==> config.mk <==
export PLATFORM = sky130hd
export DESIGN_NAME = msir_cell
export DESIGN_NICKNAME = d
export VERILOG_FILES = /design/src/rtl/multi_source_id_remapper_assert.svh /design/src/rtl/msir_pkg.sv /design/src/rtl/msir_cell.sv
export SDC_FILE = /design/constraint.sdc
export NUM_CORES = 1
export LEC_CHECK = 0
export BUFFER_PORTS_ARGS = -buffer_cell sky130_fd_sc_hd__buf_2
export CAP_MARGIN = 5
export CORE_ASPECT_RATIO = 0.8
export CORE_MARGIN = 2
export CORE_UTILIZATION = 51
export CTS_CLUSTER_DIAMETER = 60
export CTS_CLUSTER_SIZE = 20
export DETAILED_ROUTE_END_ITERATION = 12
export GPL_ROUTABILITY_DRIVEN = 1
export PLACE_DENSITY = 0.85
export SLEW_MARGIN = 20
export SYNTH_ARGS = -nofsm -noshare
export SYNTH_HDL_FRONTEND = slang
export SYNTH_SLANG_ARGS = --single-unit
==> constraint.sdc <==
create_clock -name clk_i -period 3.7 [get_ports clk_i]
set_clock_uncertainty 0.15 [all_clocks]
set_input_delay 0.74 -clock clk_i [delete_from_list [all_inputs] [get_ports clk_i]]
set_output_delay 0.74 -clock clk_i [all_outputs]
set_load 0.02 [all_outputs]
==> src/rtl/multi_source_id_remapper_assert.svh <==
// ----------------------------------------------------------------------------
// Assertion macros for the identifier remapper
// Clocked on clk_i and disabled while rst_ni is low.
// ----------------------------------------------------------------------------
`ifndef MULTI_SOURCE_ID_REMAPPER_ASSERT_SVH
`define MULTI_SOURCE_ID_REMAPPER_ASSERT_SVH

// Same-cycle implication.
`define MSIR_ASSERT(label, ante, cons, msg) \
  label: assert property (@(posedge clk_i) disable iff (!rst_ni) (ante) |-> (cons)) \
    else $error(msg);

// Next-cycle implication.
`define MSIR_ASSERT_NEXT(label, ante, cons, msg) \
  label: assert property (@(posedge clk_i) disable iff (!rst_ni) (ante) |=> (cons)) \
    else $error(msg);

`endif

==> src/rtl/msir_pkg.sv <==
// ----------------------------------------------------------------------------
// msir_pkg
// Shared types and constants of the identifier remapper.
// ----------------------------------------------------------------------------
package msir_pkg;

  localparam int unsigned RemapEntries = 256;
  localparam int unsigned UsedEntries  = 256;
  localparam int unsigned SourceCount  = 8;

  localparam int unsigned SrcW = 3;
  localparam int unsigned IdW  = 32;

  localparam logic [IdW-1:0] IdMax = '1;

  typedef enum logic [2:0] {
    StExisting  = 3'd0,
    StKept      = 3'd1,
    StFresh     = 3'd2,
    StFull      = 3'd3,
    StExhausted = 3'd4
  } status_e;

  // Search token moving down the cell row.
  typedef struct packed {
    logic            vld;
    logic [SrcW-1:0] src;
    logic [IdW-1:0]  id;
    logic            hit;
    logic [IdW-1:0]  asg;
    logic            taken;
  } tok_t;

  // Entry write, broadcast to all cells.
  typedef struct packed {
    logic            en;
    logic [SrcW-1:0] src;
    logic [IdW-1:0]  orig;
    logic [IdW-1:0]  asg;
  } wr_t;

endpackage

==> src/rtl/msir_cell.sv <==
// ----------------------------------------------------------------------------
// msir_cell
// One remap entry; compares the passing token and hands it on.
// ----------------------------------------------------------------------------
module msir_cell #(
  parameter int unsigned Index = 0,
  parameter int unsigned IdxW  = 8
) (
  input  logic                 clk_i,
  input  logic                 rst_ni,
  input  msir_pkg::tok_t       tok_i,
  output msir_pkg::tok_t       tok_o,
  input  msir_pkg::wr_t        wr_i,
  input  logic [IdxW-1:0]      wr_idx_i
);

  logic                          vld_q;
  logic [msir_pkg::SrcW-1:0]     src_q;
  logic [msir_pkg::IdW-1:0]      orig_q;
  logic [msir_pkg::IdW-1:0]      asg_q;
  msir_pkg::tok_t                tok_d, tok_q;
  logic                          wr_sel;

  assign wr_sel = wr_i.en && (wr_idx_i == IdxW'(Index));

  always_comb begin
    tok_d = tok_i;
    if (tok_i.vld && vld_q) begin
      // first matching pair wins
      if (!tok_i.hit && (src_q == tok_i.src) && (orig_q == tok_i.id)) begin
        tok_d.hit = 1'b1;
        tok_d.asg = asg_q;
      end
      if (asg_q == tok_i.id) begin
        tok_d.taken = 1'b1;
      end
    end
  end

  always_ff @(posedge clk_i or negedge rst_ni) begin
    if (!rst_ni) begin
      vld_q <= 1'b0;
      tok_q <= '0;
    end else begin
      tok_q <= tok_d;
      if (wr_sel) begin
        vld_q <= 1'b1;
      end
    end
  end

  always_ff @(posedge clk_i) begin
    if (wr_sel) begin
      src_q  <= wr_i.src;
      orig_q <= wr_i.orig;
      asg_q  <= wr_i.asg;
    end
  end

  assign tok_o = tok_q;

endmodule

==> impl_metrics.toml <==
[synthesis]
avgSynthCellArea_um2 = 18.4
yosys.cell_types.count = 16
syn-cell-area_mm2 = 0.00497
yosysSeqAreaShare = 0.763
syn_nets = 418
synthCells = 270
yosysWarnings = 0
ys_ff_latch = 138

[clocking]
hold_buffers = 0
numCtsBuffers = 17
h-tree-depth = 4
clock-root-buffer = "clkbuf_16"
cts_resized = 0
clkTransAtPathRegs_ns = 0.06
cts_tree = "yes"
clkSinkCount = 138
post_cts_buffers = 0
clk_latency_ns = 0.40
cts_buffer_depth = 2

[timing]
finalHoldViolCount = 0
rsz0062_at_grt = "no"
max_freq_mhz = 401
worstMarginPinSlew_ns = 0.922
layout_min_cycle_time_ns = 2.49
finalSetupTns_ns = 0
finalSetupViolations = 0
hold_ws_ns = 0.314
slew_headroom = 0.385
post-route-period-util = 0.674
maxSlewViolCount = 0

[critical_path]
crit_buf_inv = 1
cp-start-kind = "input pin"
r2r_start = "asg_q[29]"
arrival_ns = 2.68
critical-path-slowest-cell = "nor4_1"
critPathMostFrequentCell = "nor4_1"
cp_max_fo = 3
r2r.worst_path.cells = 5
end_kind = "flip-flop"
r2r_setup_slack_ns = 1.27
critical_path.top_delay_family = "simple AND/OR/NAND/NOR gates"
cp.required_ns = 3.88
crit_chain = "buf_2 -> xor2_1 -> nor4_1 -> nand4_1 -> nor4_1 -> a41o_1"
cpPeakStageDelay_ns = 0.68
path_class = "in -> reg"
timing.rr.end = "tok_o[0]"

[final_layout]
diodes = 0
area.growth.synth_to_final_pct = 37.3
utilization = 0.712
nets = 654
drive_gt1_frac = 0.543

[global_routing]
grt_pass1_wl_um = 17600
grt_start_max_net_pins = 72
grt_antenna_before_repair = 0
grt.total_usage = 0.233
first_global_vias = 3424
grt_overflow_total = 0

[place]
io_buffers = 217
place_hpwl_um = 8750
place.gp.congestion = 0.800

[routing]
firstDrtPassIters = 5
wl_um = 11700
post-route-drc-count = 0
wire_per_inst_um = 18.3
postRouteAntennaNets = 0
drt_iter0_drc = 107
dr_total_vias = 3100
vias_per_cell = 4.86

[status]
outcome = "completed"

[floorplanning]
fp.dieArea_mm2 = 0.0106
die_width_um = 114
ioPinCount = 218
initial_core_util = 0.519
die_y_um = 92.3
core_mm2 = 0.00957
num_rows = 32

[worst_hold_path]
min_to = "tok_o[68]"
hold_depth = 1
min_from = "tok_i[68]"
hold_class = "in -> reg"

[flow_run]
cap_violations = 0

[pwr]
powerDensity_mw_per_mm2 = 535
p_leak_nw = 3.04
max-vdd-ir-drop_v = 0.000444
==> stage by stage <==
step	total power [W]	cell area (µm²)	instances	setup WS, ns
after floorplan	0.00179	4970	270	0.435
after global placement	0.00195	6210	606	0.768
after detailed placement	0.00196	6210	606	0.711
after CTS	0.00368	6820	638	1.13
after global routing	0.00376	6820	638	1.09
final	0.00365	6820	638	1.21
==> worst reg2reg max path, cell delays in order (launching register included) <==
cell      delay (ns)
edfxtp_1        0.40
xor2_1          0.19
nor4_1          0.65
nand4_1         0.21
nor4_1          0.53
a41o_1          0.23
==> cell families (layout without fill, tap and decap cells) <==
logic type,Yosys count,count (layout),synth area share
buffers and inverters,3,252,0.00680
multiplexers,32,32,0.0725
AND/OR/NAND/NOR,29,29,0.0378
AO/OA/AOI/OAI,1,1,0.00202
XOR/XNOR,67,67,0.118
flip-flops,138,138,0.763
==> cells in the mapped netlist <==
library cell | number | area share
nand3_1 | 1 | 0.0010
nor4_1 | 16 | 0.020
nor3_4 | 1 | 0.0033
nand2_1 | 1 | 0.00075
nor3_1 | 3 | 0.0030
buf_6 | 3 | 0.0068
xnor2_1 | 6 | 0.011
xor2_1 | 61 | 0.11
or2_2 | 2 | 0.0025
nand4_1 | 4 | 0.0050
a41o_1 | 1 | 0.0020
and4b_1 | 1 | 0.0020
dfrtp_1 | 71 | 0.36
mux2_2 | 30 | 0.068
mux2_1 | 2 | 0.0045
edfxtp_1 | 67 | 0.41
==> how the worst max path moves through the flow <==
stage | end | depth (start not counted) | start
2_1_floorplan | asg_q[0] | 2 | wr_idx_i[2]
3_3_place_gp | tok_o[31] | 7 | tok_i[47]
3_5_place_dp | tok_o[16] | 7 | tok_i[64]
4_1_cts | tok_o[15] | 7 | tok_i[64]
5_1_grt | tok_o[15] | 7 | tok_i[47]
6_report | tok_o[0] | 6 | tok_i[46]
==> report_power, final <==
group | switching [W] | total [W] | leakage (nW) | internal, W
Combinational | 0.000149 | 0.000262 | 1.31 | 0.000113
Clock | 0.000592 | 0.00172 | 0.297 | 0.00113
Sequential | 0.0000110 | 0.00166 | 1.43 | 0.00165
Total | 0.000751 | 0.00365 | 3.04 | 0.00290
==> per-layer routing <==
metal,share of wire,global-route usage
met2,0.49,0.374
met5,0,0
met1,0.41,0.295
met3,0.081,0.0767
met4,0.019,0.0925
==> area by class of cell <==
| class | instances | area, µm² |
|---|---|---|
| clock buffers | 25 | 495 |
| clock inverters | 7 | 113 |
| fillers | 635 | 2750 |
| multi-input cells | 129 | 1150 |
| flip-flops and latches | 138 | 3790 |
| well taps | 119 | 149 |
| repair buffers | 220 | 1120 |
==> cells in the final DEF, fill, tap and decap left out <==
cell        Yosys  layout
and4b_4         0       1
edfxtp_1       67      67
buf_4           0       3
nand4_1         4       4
clkbuf_1        0       4
nor3_1          3       3
nor3_4          1       1
nand3_1         1       1
dfrtp_1        71      71
a41o_1          1       1
clkinvlp_4      0       1
buf_2           0     216
or2_2           2       2
clkinv_2        0       3
bufinv_16       0       3
clkbuf_16       0      17
xnor2_1         6       6
mux2_1          2       2
nand2_1         1       1
xor2_1         61      61
clkbuf_8        0       4
mux2_2         30      30
buf_12          0       1
nor4_1         16      16
==> registers in the layout, indices dropped and copies added, names as in the netlist <==
| name | count |
|---|---|
| src_q | 3 |
| tok_o | 70 |
| orig_q | 32 |
| asg_q | 32 |
| vld_q | 1 |
Power figures use the tool's default switching activity.
